### config.mk
export PLATFORM = sky130hd
export DESIGN_NAME = mbe_cmd_queue
export DESIGN_NICKNAME = d
export VERILOG_FILES = /design/src/mbe_pkg.sv /design/src/mbe_cmd_queue.sv
export SDC_FILE = /design/constraint.sdc
export NUM_CORES = 1
export LEC_CHECK = 0
export BUFFER_PORTS_ARGS = -buffer_cell sky130_fd_sc_hd__buf_2
export CAP_MARGIN = 20
export CORE_MARGIN = 3
export CORE_UTILIZATION = 50
export CTS_BUF_LIST = sky130_fd_sc_hd__clkbuf_8
export DETAILED_ROUTE_END_ITERATION = 16
export GPL_TIMING_DRIVEN = 0
export HOLD_SLACK_MARGIN = 0.06
export MAX_ROUTING_LAYER = met4
export PLACE_DENSITY = 0.71
export SYNTH_ARGS = -nofsm -noshare
export SYNTH_HDL_FRONTEND = slang
export SYNTH_SLANG_ARGS = --single-unit
### constraint.sdc
create_clock -name clk -period 2.9 [get_ports clk]
set_input_delay 0.145 -clock clk [delete_from_list [all_inputs] [get_ports clk]]
set_output_delay 0.145 -clock clk [all_outputs]
set_load 0.01 [all_outputs]
### src/mbe_pkg.sv
`default_nettype none

package mbe_pkg;

    localparam int MAX_WIDTH   = 128;
    localparam int MAX_HEIGHT  = 128;
    localparam int MAX_BORDER  = 15;
    localparam int PIXEL_BITS  = 24;
    localparam int STORE_DEPTH = MAX_WIDTH * MAX_HEIGHT;
    localparam int ADDR_W      = $clog2(STORE_DEPTH);
    localparam int COL_W       = $clog2(MAX_WIDTH);
    localparam int ROW_W       = $clog2(MAX_HEIGHT);
    localparam int DIM_W       = 8;
    localparam int BORDER_W    = 4;
    localparam int CFG_DATA_W  = 8;

    localparam int CMD_DEPTH   = 4;
    localparam int CMD_AW      = $clog2(CMD_DEPTH);
    localparam int CMD_CW      = $clog2(CMD_DEPTH + 1);
    localparam int OUT_DEPTH   = 4;
    localparam int OUT_AW      = $clog2(OUT_DEPTH);
    localparam int OUT_CW      = $clog2(OUT_DEPTH + 1);

    typedef enum logic [1:0] {
        CFG_HEIGHT = 2'd0,
        CFG_WIDTH  = 2'd1,
        CFG_BORDER = 2'd2,
        CFG_MODE   = 2'd3
    } cfg_index_t;

    typedef enum logic [1:0] {
        ST_OK         = 2'd0,
        ST_RANGE      = 2'd1,
        ST_BORDER     = 2'd2,
        ST_INCOMPLETE = 2'd3
    } status_t;

    typedef enum logic {
        OP_LOAD  = 1'b0,
        OP_FETCH = 1'b1
    } op_t;

    typedef struct packed {
        logic [0:0]  operation;
        logic [23:0] pixel;
        logic [7:0]  row;
        logic [7:0]  col;
    } in_item_t;

    typedef struct packed {
        logic [23:0] padded_pixel;
        status_t     status;
    } out_item_t;

    typedef struct packed {
        logic [DIM_W-1:0]    height;
        logic [DIM_W-1:0]    width;
        logic [BORDER_W-1:0] border;
        logic                mode;
    } cfg_t;

    // classified item handed from front to back
    typedef struct packed {
        logic                  is_fetch;
        logic [PIXEL_BITS-1:0] pixel;
        logic [ADDR_W-1:0]     load_addr;
        logic [ROW_W-1:0]      r;
        logic [COL_W-1:0]      c;
        status_t               status;
    } cmd_t;

endpackage

`default_nettype wire

### src/mbe_cmd_queue.sv
`default_nettype none

module mbe_cmd_queue (
    input  wire logic           clk,
    input  wire logic           rst_n,
    input  wire logic           wr_en,
    input  wire mbe_pkg::cmd_t  wr_item,
    output logic                full,
    input  wire logic           rd_en,
    output mbe_pkg::cmd_t       rd_item,
    output logic                valid
);

    mbe_pkg::cmd_t                 entries [mbe_pkg::CMD_DEPTH];
    logic [mbe_pkg::CMD_AW-1:0]    wr_ptr_reg, wr_ptr_next;
    logic [mbe_pkg::CMD_AW-1:0]    rd_ptr_reg, rd_ptr_next;
    logic [mbe_pkg::CMD_CW-1:0]    count_reg, count_next;

    assign full    = count_reg == mbe_pkg::CMD_CW'(mbe_pkg::CMD_DEPTH);
    assign valid   = count_reg != '0;
    assign rd_item = entries[rd_ptr_reg];

    always_comb
    begin
        wr_ptr_next = wr_ptr_reg;
        rd_ptr_next = rd_ptr_reg;
        count_next  = count_reg;
        if (wr_en && !full)
            wr_ptr_next = wr_ptr_reg + 1'b1;
        if (rd_en && valid)
            rd_ptr_next = rd_ptr_reg + 1'b1;
        if ((wr_en && !full) && !(rd_en && valid))
            count_next = count_reg + 1'b1;
        else if (!(wr_en && !full) && (rd_en && valid))
            count_next = count_reg - 1'b1;
    end

    always_ff @(posedge clk or negedge rst_n)
    begin
        if (!rst_n)
        begin
            wr_ptr_reg <= '0;
            rd_ptr_reg <= '0;
            count_reg  <= '0;
        end
        else
        begin
            wr_ptr_reg <= wr_ptr_next;
            rd_ptr_reg <= rd_ptr_next;
            count_reg  <= count_next;
        end
    end

    always_ff @(posedge clk)
    begin
        if (wr_en && !full)
            entries[wr_ptr_reg] <= wr_item;
    end

    a_count_bound: assert property (@(posedge clk) disable iff (!rst_n)
        count_reg <= mbe_pkg::CMD_CW'(mbe_pkg::CMD_DEPTH))
        else $error("command queue count overflow");

endmodule

`default_nettype wire

==> metrics.md <==
| Metric | Value |
|---|---|
| Status | completed |
| First DRT Iteration DRCs | roughly 280 |
| Area of the multi-input gates | about 0.0015 mm² |
| Worst-Margin Slew | approximately 0.87 ns |
| Switching portion of total power | 0.294 |
| Post-synthesis adder-cell area fraction | 0.00990 |
| Most frequent cells in the layout | edfxtp_1, buf_2, dlygate4sd3_1 |
| Critical path type | reg -> reg |
| Post-route DRC | 0 |
| Post-DP HPWL | between 8000 and 9000 µm |
| Avg Synthesized Cell Area | around 26 µm² |
| Antenna violations before repair | 0 |
| Max cap viols | 0 |
| DP Area | a little over 0.009 mm² |
| Largest family of logic cells by synthesized area | multiplexers |
| Reg2reg setup slack | 0.70 ns |
| Power Total | approximately 10 mW |
| Root buffer cell | clkbuf_8 |
| Largest register FFs | 220 |
| # resized after CTS | 0 |
| EDFF count, synth | between 200 and 250 |
| Final Critical Period | between 2 and 2.5 ns |
| Largest net degree at the start of global routing | 56 |
| Simple-Gate Fraction of Synth Area | 0.00750 |
| Final setup violation count | 0 |
| Fmax | approximately 460 MHz |
| Clk pwr share | 0.242 |
| WL/cell | 19.3 µm |
| Pwr dens | ~960 mW/mm² |
| Fin Clk Skew | 0.0237 ns |
| Switching component of the power | just under 3 mW |
| Placer Congestion | 0.728 |
| Ys Warns | 0 |
| Setup_tns | 0 ns |
| Initial DRT Pass Iterations | 4 |
| Post-synth cell types | 20 |
| Sequential power share | 0.454 |
| Vias in the first global route | roughly 4.5k |
| IO buf count | approximately 120 |
| Starting Density | 0.518 |
| Share of cells above drive strength 1 | 0.420 |
| Clock Latency Late Sink | just over 0.5 ns |
| Die Area | between 0.015 and 0.02 mm² |
| Fin. Hold Viols | 0 |
| Logic gate share of total power | 0.304 |
| Unrepaired setup endpoints after global routing | false |
| Pint | slightly above 7 mW |
| Count of standard-cell rows | 46 |
| Antenna-violating nets left | 0 |
| Final instance area | about 0.010 mm² |
| Leak pwr | about 3.7 nW |
| Antenna Diode Count | 0 |
| Post-Syn Instances | 322 |
| Gr usage total | 0.177 |
| Layout filler cell count | 1124 |
| Compound-cell area share of the yosys netlist | 0 |
| Xor-xnor portion of the synthesized cell area | 0.00630 |
| Top_reg_cell synth | edfxtp_1 |
| Sequential cell area | just under 0.007 mm² |
| CTS tree | yes |
| Routed WL | approximately 15000 µm |
| Slew HR | 0.417 |
| Die width | between 100 and 150 µm |
| Async SR Flop Fraction | 0.0308 |
| Die Y | around 140 µm |
| Peak VDD IR | roughly 520 µV |
| Core area | 0.0161 mm² |
| CP startpoint kind | flop |
| Syn Nets | 387 |
| Yosys reg bits | approximately 230 |
| Fin crit share | 0.757 |
| Area grow syn2layout | 25.1% |
| I/O Pins | 116 |
| Clk sinks | around 230 |
| CP required | about 3.3 ns |
| Overflow after GRT | 0 |
| Critical Path End Type | flop |
| Via density | about 5.2 |
| Post-layout nets | 600 |
| DR vias | 4024 |
| CP arrival | about 2.6 ns |
| CTS clk-pin slew, worst paths | 0.06 ns |
| Sequential element share of the synthesized area | 0.813 |
| Slew Limit Fails | 0 |
| H-tree lvl count | 2 |
| First-pass GRT wire length | about 24000 µm |
| Commonest non-fill, non-tap cell in the layout | edfxtp_1 |
| Crit path max fanout | 4 |
| Clock buffer count from CTS | 38 |
| Clock tree buffer depth | 3 |
| Synthesized area | approximately 0.0083 mm² |
| Hold Path Class | in -> reg |
| Post-synthesis mux area share | 0.151 |
| Final core occ | 0.648 |
## power by group through the flow
stage	sequential, mW	clock (mW)	combinational (mW)
after floorplan	4.55	0	2.00
after global placement	4.60	0	3.00
after detailed placement	4.60	0	3.07
after CTS	4.54	2.48	3.14
after global routing	4.58	2.66	3.30
final	4.53	2.42	3.04
## through the flow
step | instances | hold slack [ns] | setup WS, ns
after floorplan | 322 | -0.151 | 0.349
after global placement | 653 | -0.0204 | -0.693
after detailed placement | 653 | -0.00810 | 0.720
after CTS | 778 | 0.154 | 0.667
after global routing | 778 | 0.202 | 0.577
final | 778 | 0.185 | 0.704
## routing by layer
metal | vias up | track usage | wire length, µm
met5 | - | - | 0
met4 | 0 | 0.0622 | 261
met3 | 23 | 0.0397 | 723
met2 | 117 | 0.292 | 7780
met1 | 2076 | 0.219 | 6210
li1 | 1808 | - | -
## path summary, 6_finish.rpt
path,startpoint,endpoint,cells after the start
worst min-delay path,wr_en,wr_ptr_reg[0],4
worst max register to register,count_reg[0],count_reg[2],8
worst min register to register,count_reg[2],count_reg[2],1
worst max-delay path,count_reg[0],count_reg[2],8
min in group asynchronous,rst_n,count_reg[1],3
max in group asynchronous,rst_n,rd_ptr_reg[0],3
## critical path: stages, from the launching register on
cell	delay, ns
dfrtp_1	0.45
or3_1	0.46
nand2_1	0.13
ha_1	0.20
inv_1	0.06
fa_1	0.37
xor2_1	0.15
nor2_1	0.13
xor2_1	0.17
## synthesized netlist by cell type (2+ instances only)
master	n	area [µm²]
mux2_2	2	22.5
mux4_2	55	1240
and2_1	4	25.0
dfrtp_1	7	175
buf_2	6	30.0
xor2_1	2	17.5
ha_1	5	62.6
inv_1	3	11.3
buf_4	2	15.0
buf_6	4	45.0
edfxtp_1	220	6610
xnor2_1	4	35.0
## what timing repair did
| item | in CTS | in global routing |
|---|---|---|
| setup buffers | 0 | 0 |
| hold buffers | 58 | 0 |
| endpoints found under the hold margin | 229 | 0 |
## kinds of logic (layout without fill, tap and decap cells)
group                      count (synthesis)  count (layout)
adders and majority gates                  6               6
muxes                                     57              57
and+or+nand+nor                           10              10
buffers and inverters                     16             256
DFF                                      227             227
xor gates and xnor gates                   6               6
## cell type report
| type | instances | share of cell area |
|---|---|---|
| Buffer | 13 | 0.00899 |
| Clock buffer | 39 | 0.0514 |
| Clock inverter | 28 | 0.0115 |
| Inverter | 3 | 0.00108 |
| Multi-Input combinational cell | 79 | 0.141 |
| Sequential cell | 227 | 0.650 |
| Tap cell | 216 | 0.0259 |
| Timing Repair Buffer | 173 | 0.111 |
No activity file was read; power rests on OpenSTA's default activity.
