**src/mbe_pkg.sv**
```systemverilog
`default_nettype none

package mbe_pkg;

    localparam int MAX_WIDTH   = 128;
    localparam int MAX_HEIGHT  = 128;
    localparam int MAX_BORDER  = 15;
    localparam int PIXEL_BITS  = 24;
    localparam int STORE_DEPTH = MAX_WIDTH * MAX_HEIGHT;
    localparam int ADDR_W      = $clog2(STORE_DEPTH);
    localparam int COL_W       = $clog2(MAX_WIDTH);
    localparam int ROW_W       = $clog2(MAX_HEIGHT);
    localparam int DIM_W       = 8;
    localparam int BORDER_W    = 4;
    localparam int CFG_DATA_W  = 8;

    localparam int CMD_DEPTH   = 4;
    localparam int CMD_AW      = $clog2(CMD_DEPTH);
    localparam int CMD_CW      = $clog2(CMD_DEPTH + 1);
    localparam int OUT_DEPTH   = 4;
    localparam int OUT_AW      = $clog2(OUT_DEPTH);
    localparam int OUT_CW      = $clog2(OUT_DEPTH + 1);

    typedef enum logic [1:0] {
        CFG_HEIGHT = 2'd0,
        CFG_WIDTH  = 2'd1,
        CFG_BORDER = 2'd2,
        CFG_MODE   = 2'd3
    } cfg_index_t;

    typedef enum logic [1:0] {
        ST_OK         = 2'd0,
        ST_RANGE      = 2'd1,
        ST_BORDER     = 2'd2,
        ST_INCOMPLETE = 2'd3
    } status_t;

    typedef enum logic {
        OP_LOAD  = 1'b0,
        OP_FETCH = 1'b1
    } op_t;

    typedef struct packed {
        logic [0:0]  operation;
        logic [23:0] pixel;
        logic [7:0]  row;
        logic [7:0]  col;
    } in_item_t;

    typedef struct packed {
        logic [23:0] padded_pixel;
        status_t     status;
    } out_item_t;

    typedef struct packed {
        logic [DIM_W-1:0]    height;
        logic [DIM_W-1:0]    width;
        logic [BORDER_W-1:0] border;
        logic                mode;
    } cfg_t;

    // classified item handed from front to back
    typedef struct packed {
        logic                  is_fetch;
        logic [PIXEL_BITS-1:0] pixel;
        logic [ADDR_W-1:0]     load_addr;
        logic [ROW_W-1:0]      r;
        logic [COL_W-1:0]      c;
        status_t               status;
    } cmd_t;

endpackage

`default_nettype wire

```
**src/mbe_front.sv**
```systemverilog
`default_nettype none

module mbe_front (
    input  wire logic                          clk,
    input  wire logic                          rst_n,
    input  wire logic                          push,
    input  wire mbe_pkg::in_item_t             request,
    output logic                               full,
    input  wire logic                          cfg_we,
    input  wire mbe_pkg::cfg_index_t           cfg_index,
    input  wire logic [mbe_pkg::CFG_DATA_W-1:0] cfg_data,
    output mbe_pkg::cfg_t                      cfg,
    output logic                               cmd_valid,
    output mbe_pkg::cmd_t                      cmd_item,
    input  wire logic                          cmd_full
);

    mbe_pkg::cfg_t                    cfg_reg, cfg_next;
    logic [mbe_pkg::ADDR_W-1:0]       load_pos_reg, load_pos_next;
    logic [mbe_pkg::COL_W-1:0]        load_col_reg, load_col_next;
    logic [mbe_pkg::ROW_W-1:0]        load_row_reg, load_row_next;
    logic                             frame_complete_reg, frame_complete_next;
    logic                             front_valid_reg, front_valid_next;
    mbe_pkg::cmd_t                    front_item_reg, front_item_next;
    logic                             accept;
    logic                             geom_write;
    logic [mbe_pkg::DIM_W-1:0]        clamped_dim, dim_max;
    logic [mbe_pkg::DIM_W:0]          row_limit, col_limit;
    logic                             out_of_range, too_wide;
    logic [mbe_pkg::DIM_W-1:0]        fetch_row_idx, fetch_col_idx;

    // reflect a padded coordinate back into 0..size-1
    function automatic logic [mbe_pkg::DIM_W-1:0] mirror_index(
        input logic [7:0]                   padded,
        input logic [mbe_pkg::BORDER_W-1:0] bord,
        input logic [mbe_pkg::DIM_W-1:0]    size,
        input logic                         mode
    );
        logic signed [10:0] s;
        logic signed [10:0] n;
        s = $signed({3'b000, padded}) - $signed({7'b0000000, bord});
        n = $signed({3'b000, size});
        if (s < 0)
            s = mode ? (-s - 11'sd1) : -s;
        else if (s >= n)
            s = mode ? (n + n - 11'sd1 - s) : (n + n - 11'sd2 - s);
        if (s < 0)
            s = 11'sd0;
        if (s >= n)
            s = n - 11'sd1;
        return s[mbe_pkg::DIM_W-1:0];
    endfunction

    assign full      = front_valid_reg && cmd_full;
    assign accept    = push && !full;
    assign cfg       = cfg_reg;
    assign cmd_valid = front_valid_reg;
    assign cmd_item  = front_item_reg;

    assign geom_write = cfg_we && (cfg_index == mbe_pkg::CFG_HEIGHT ||
                                   cfg_index == mbe_pkg::CFG_WIDTH);

    always_comb
    begin
        dim_max = (cfg_index == mbe_pkg::CFG_WIDTH) ? mbe_pkg::DIM_W'(mbe_pkg::MAX_WIDTH)
                                                    : mbe_pkg::DIM_W'(mbe_pkg::MAX_HEIGHT);
        if (cfg_data == '0)
            clamped_dim = mbe_pkg::DIM_W'(1);
        else if (cfg_data > dim_max)
            clamped_dim = dim_max;
        else
            clamped_dim = cfg_data;
    end

    always_comb
    begin
        cfg_next = cfg_reg;
        if (cfg_we)
        begin
            case (cfg_index)
                mbe_pkg::CFG_HEIGHT: cfg_next.height = clamped_dim;
                mbe_pkg::CFG_WIDTH:  cfg_next.width  = clamped_dim;
                mbe_pkg::CFG_BORDER: cfg_next.border = cfg_data[mbe_pkg::BORDER_W-1:0];
                mbe_pkg::CFG_MODE:   cfg_next.mode   = cfg_data[0];
                default:             cfg_next = cfg_reg;
            endcase
        end
    end

    // fetch classification
    always_comb
    begin
        row_limit = {1'b0, cfg_reg.height} + {4'b0000, cfg_reg.border, 1'b0};
        col_limit = {1'b0, cfg_reg.width} + {4'b0000, cfg_reg.border, 1'b0};
        out_of_range = ({1'b0, request.row} >= row_limit) ||
                       ({1'b0, request.col} >= col_limit);
        if (cfg_reg.mode)
            too_wide = ({4'b0000, cfg_reg.border} > cfg_reg.height) ||
                       ({4'b0000, cfg_reg.border} > cfg_reg.width);
        else
            too_wide = ({4'b0000, cfg_reg.border} >= cfg_reg.height) ||
                       ({4'b0000, cfg_reg.border} >= cfg_reg.width);
        fetch_row_idx = mirror_index(request.row, cfg_reg.border, cfg_reg.height,
                                     cfg_reg.mode);
        fetch_col_idx = mirror_index(request.col, cfg_reg.border, cfg_reg.width,
                                     cfg_reg.mode);
    end

    always_comb
    begin
        load_pos_next       = load_pos_reg;
        load_col_next       = load_col_reg;
        load_row_next       = load_row_reg;
        frame_complete_next = frame_complete_reg;
        front_valid_next    = front_valid_reg && cmd_full;
        front_item_next     = front_item_reg;

        if (accept)
        begin
            front_valid_next          = 1'b1;
            front_item_next.is_fetch  = (request.operation == mbe_pkg::OP_FETCH);
            front_item_next.pixel     = request.pixel[mbe_pkg::PIXEL_BITS-1:0];
            front_item_next.load_addr = load_pos_reg;
            front_item_next.r         = fetch_row_idx[mbe_pkg::ROW_W-1:0];
            front_item_next.c         = fetch_col_idx[mbe_pkg::COL_W-1:0];
            if (out_of_range)
                front_item_next.status = mbe_pkg::ST_RANGE;
            else if (too_wide)
                front_item_next.status = mbe_pkg::ST_BORDER;
            else if (!frame_complete_reg)
                front_item_next.status = mbe_pkg::ST_INCOMPLETE;
            else
                front_item_next.status = mbe_pkg::ST_OK;

            if (request.operation == mbe_pkg::OP_LOAD)
            begin
                if ({1'b0, load_col_reg} == cfg_reg.width - 1'b1)
                begin
                    load_col_next = '0;
                    if ({1'b0, load_row_reg} == cfg_reg.height - 1'b1)
                    begin
                        load_row_next       = '0;
                        load_pos_next       = '0;
                        frame_complete_next = 1'b1;
                    end
                    else
                    begin
                        load_row_next = load_row_reg + 1'b1;
                        load_pos_next = load_pos_reg + 1'b1;
                    end
                end
                else
                begin
                    load_col_next = load_col_reg + 1'b1;
                    load_pos_next = load_pos_reg + 1'b1;
                end
            end
        end

        if (geom_write)
        begin
            load_pos_next       = '0;
            load_col_next       = '0;
            load_row_next       = '0;
            frame_complete_next = 1'b0;
        end
    end

    always_ff @(posedge clk or negedge rst_n)
    begin
        if (!rst_n)
        begin
            cfg_reg.height     <= mbe_pkg::DIM_W'(mbe_pkg::MAX_HEIGHT);
            cfg_reg.width      <= mbe_pkg::DIM_W'(mbe_pkg::MAX_WIDTH);
            cfg_reg.border     <= mbe_pkg::BORDER_W'(1);
            cfg_reg.mode       <= 1'b0;
            load_pos_reg       <= '0;
            load_col_reg       <= '0;
            load_row_reg       <= '0;
            frame_complete_reg <= 1'b0;
            front_valid_reg    <= 1'b0;
        end
        else
        begin
            cfg_reg            <= cfg_next;
            load_pos_reg       <= load_pos_next;
            load_col_reg       <= load_col_next;
            load_row_reg       <= load_row_next;
            frame_complete_reg <= frame_complete_next;
            front_valid_reg    <= front_valid_next;
        end
    end

    always_ff @(posedge clk)
    begin
        front_item_reg <= front_item_next;
    end

    a_geom_restarts_frame: assert property (@(posedge clk) disable iff (!rst_n)
        geom_write |=> !frame_complete_reg && load_pos_reg == '0)
        else $error("geometry write did not restart the frame");

endmodule

`default_nettype wire

```
**config.mk**
```make
export PLATFORM = sky130hd
export DESIGN_NAME = mbe_front
export DESIGN_NICKNAME = d
export VERILOG_FILES = /design/src/mbe_pkg.sv /design/src/mbe_front.sv
export SDC_FILE = /design/constraint.sdc
export NUM_CORES = 1
export LEC_CHECK = 0
export BUFFER_PORTS_ARGS = -buffer_cell sky130_fd_sc_hd__buf_4
export CORE_ASPECT_RATIO = 0.5
export CORE_MARGIN = 8
export CORE_UTILIZATION = 53
export CTS_CLUSTER_DIAMETER = 80
export CTS_CLUSTER_SIZE = 10
export DETAILED_ROUTE_END_ITERATION = 8
export PLACE_DENSITY = 0.8
export SKIP_CTS_REPAIR_TIMING = 1
export SLEW_MARGIN = 20
export SYNTH_ARGS = -nofsm -noshare
export SYNTH_HDL_FRONTEND = slang
export SYNTH_SLANG_ARGS = --single-unit
```
**constraint.sdc**
```tcl
create_clock -name clk -period 5.8 [get_ports clk]
set_input_delay 0.58 -clock clk [delete_from_list [all_inputs] [get_ports clk]]
set_output_delay 0.58 -clock clk [all_outputs]
set_load 0.005 [all_outputs]
```
==> run_results.csv <==
group,metric,value,unit
run_status,status,"complete, no violations",
routing,highest_layer,"met4",
hold_path,min_path_type,"in2async",
clock_tree,clock_latency,0.36,ns
power_and_ir_drop,power_density,399,nW/um^2
cells_and_area,layout_commonest_cell,"buf_4",
worst_setup_path,critPathRequiredTime,5.92,ns
cells_and_area,post-route-util,0.702,
power_and_ir_drop,total_leakage_power,5.65,nW
worst_setup_path,rrSetupSlack,0.06,ns
timing,hold_violations,0,
logic_synthesis,async_reset_ff_frac,0.481,
floorplan,rows,34,
power_and_ir_drop,power.total,0.00484,W
cells_and_area,fin_cells,1488,
cells_and_area,fin_nets,1428,
power_and_ir_drop,p_sw,0.00196,W
global_routing,grt_pass1_vias,8685,
power_and_ir_drop,p_int,0.00288,W
logic_synthesis,synth_edf_count,55,
routing,met3_length,1820,um
routing,drt_wl_total,28900,um
logic_synthesis,syn_avg_cell_area,9.43,um^2
place,place_congestion,0.978,
cells_and_area,diodes,0,
logic_synthesis,synth_area,9310,um^2
logic_synthesis,ys_ff_latch,106,
timing,worst_clock_skew,0.0117,ns
global_routing,grt.total_usage,0.252,
logic_synthesis,synth_warnings,0,
worst_setup_path,reg2reg_depth,27,
logic_synthesis,ys.flop_type,"edfxtp_1",
worst_setup_path,cpMostUsedCell,"a21o_1",
power_and_ir_drop,pwr-share-clk,0.128,
floorplan,die_w,203,um
logic_synthesis,synth_nets,1166,
timing,worstMarginPinSlew,0.874,ns
routing,wl_met2,13900,um
timing,finalSetupViolations,0,
timing,rsz0062_at_grt,"yes",
place,placed_cells_incl_taps,1461,
cells_and_area,final_cell_mix,"buf_4, ha_1, o21ai_0",
power_and_ir_drop,vdd_ir_drop_max,0.000235,V
cells_and_area,synthToLayoutAreaGrowth,30.3,%
routing,vias,8611,
floorplan,io_pins,134,
flow_run,drv_cap,0,
timing,finalCriticalPeriod,5.74,ns
worst_setup_path,critical_path_buf_inv_count,2,
place,post-place-ws,-0.245,ns
worst_setup_path,crit_path_end_kind,"flip-flop",
worst_setup_path,crit_slowest_cell,"dfstp_2",
worst_setup_path,worstSetupStartpoint,"cfg[1]",
timing,setup_ws,0.0556,ns
clock_tree,numClockSinks,106,
routing,wl_per_cell,19.4,um
timing,slew_headroom,0.409,
worst_setup_path,cp.arrival,5.86,ns
cells_and_area,layout-drive-gt1-share,0.297,
timing,min_period_over_period,0.990,
worst_setup_path,crit_path_max_incr_delay,0.63,ns
place,io_buffers,133,
routing,wl_met1,12300,um
routing,postRouteAntennaNets,0,
routing,drcViolationCount,0,
worst_setup_path,r2r-start,"cfg[1]",
place,dpl.hpwl,22600,um
clock_tree,clkTransAtPathRegs,0.08,ns
clock_tree,cts_inserted_buffers,9,
worst_setup_path,crit_end,"cmd_item[15]",
clock_tree,cts_tree,"yes",
worst_setup_path,worstReg2RegEnd,"cmd_item[15]",
cells_and_area,largest_reg_flops,55,
logic_synthesis,ys_types,78,
timing,fmax,174,MHz
floorplan,initial_core_util,0.539,
clock_tree,clockBufferDepth,2,
global_routing,grt_pass1_wl,44700,um
global_routing,antenna_found_initial,0,
power_and_ir_drop,sw_frac_of_total,0.405,
routing,dr.pass1.iters,6,
floorplan,die_area,22300,um^2
floorplan,fp.coreArea,17300,um^2
worst_setup_path,start_kind,"flip-flop",
routing,vias_per_cell,5.79,
power_and_ir_drop,power_frac_comb,0.666,
routing,drt_iter0_markers,715,
worst_setup_path,crit_type,"reg2reg",
global_routing,grt_max_degree,58,
timing,maxSlewViolCount,0,
logic_synthesis,ys_seq_area_frac,0.315,
worst_setup_path,cp_top_family,"compound AO/OA/AOI/OAI gates",
power_and_ir_drop,p_seq_frac,0.205,
logic_synthesis,syn_inst,987,
worst_setup_path,critPathMaxFanout,7,
worst_setup_path,cp_num_cells,27,
floorplan,die_h,110,um
clock_tree,h-tree-depth,3,
global_routing,overflow,0,
clock_tree,clockRootBuffer,"clkbuf_16",
-- cell type report --
type / instances / area [um^2]
flip-flops and latches: 106 / 2930
inverters: 64 / 240
repair buffers: 269 / 2050
multi-input cells: 799 / 6320
well taps: 234 / 293
clock inverters: 6 / 51.3
clock buffers: 10 / 250
fillers: 1319 / 5140
-- power by group through the flow --
stage                     logic, W  clock network (W)  registers, W
after floorplan            0.00183                  0       0.00101
after global placement     0.00289                  0       0.00100
after detailed placement   0.00297                  0       0.00100
after CTS                  0.00300           0.000629      0.000992
after global routing       0.00352           0.000655       0.00100
final                      0.00322           0.000621      0.000995
-- kinds of logic (layout without fill, tap and decap cells) --
family	Yosys count	count (layout)	synth area share
muxes	28	28	0.0332
buffers and inverters	82	349	0.0368
DFF	106	106	0.315
AOI/OAI and AO/OA	267	267	0.192
and+or+nand+nor	306	306	0.167
xor gates and xnor gates	75	75	0.0840
adders and majority gates	123	123	0.172
-- layer usage --
layer,global-route usage,vias to the layer above
met2,0.438,292
met3,0.0568,61
met1,0.306,4123
met4,0.0942,0
li1,-,4135
met5,0,-
-- through the flow --
step | hold slack (ns) | setup TNS (ns) | area, um^2
6_report | 0.249 | 0 | 12100
5_1_grt | 0.303 | -0.885 | 12100
4_1_cts | 0.267 | -1.31 | 11800
3_5_place_dp | 0.490 | -2.83 | 11500
3_3_place_gp | 0.479 | -1.31 | 11500
2_1_floorplan | 0.284 | 0 | 9360
-- synthesized netlist by cell type, types with 4 or more instances --
| master | instances | share of area |
|---|---|---|
| a21o_1 | 28 | 0.023 |
| a211oi_1 | 14 | 0.011 |
| fa_1 | 8 | 0.017 |
| nor2b_1 | 14 | 0.0094 |
| xnor3_1 | 8 | 0.019 |
| o211ai_1 | 4 | 0.0032 |
| a21oi_1 | 49 | 0.026 |
| nand2b_1 | 36 | 0.024 |
| o21a_1 | 12 | 0.0097 |
| inv_1 | 64 | 0.026 |
| or3_1 | 9 | 0.0060 |
| nor4_1 | 4 | 0.0027 |
| ha_1 | 115 | 0.15 |
| mux2_2 | 23 | 0.028 |
| nor3b_1 | 5 | 0.0040 |
| nand4_1 | 6 | 0.0040 |
| edfxtp_1 | 55 | 0.18 |
| clkbuf_1 | 10 | 0.0040 |
| xnor2_1 | 33 | 0.031 |
| nor4b_1 | 4 | 0.0038 |
| a31oi_1 | 4 | 0.0027 |
| xor2_1 | 32 | 0.030 |
| o31ai_1 | 7 | 0.0056 |
| nor2_1 | 65 | 0.026 |
| nand3_1 | 25 | 0.013 |
| dfrtp_1 | 48 | 0.13 |
| and2_1 | 10 | 0.0067 |
| nand2_1 | 78 | 0.031 |
| mux2i_1 | 5 | 0.0054 |
| o2111ai_1 | 8 | 0.0075 |
| o21ai_0 | 85 | 0.046 |
| or4_1 | 5 | 0.0040 |
| nor3_1 | 18 | 0.0097 |
| and3_1 | 14 | 0.0094 |
| o21bai_1 | 5 | 0.0040 |
| o31a_1 | 4 | 0.0038 |
-- how the worst min path moves through the flow --
stage,from,to,slack [ns],depth (start not counted)
6_report,rst_n,load_col_reg[4],0.25,1
5_1_grt,rst_n,load_col_reg[2],0.30,1
3_3_place_gp,load_pos_reg[13],cmd_item[29],0.48,0
4_1_cts,rst_n,load_col_reg[5],0.27,1
2_1_floorplan,rst_n,cfg[0],0.28,0
3_5_place_dp,load_pos_reg[13],cmd_item[29],0.49,0
Power figures use the tool's default switching activity.
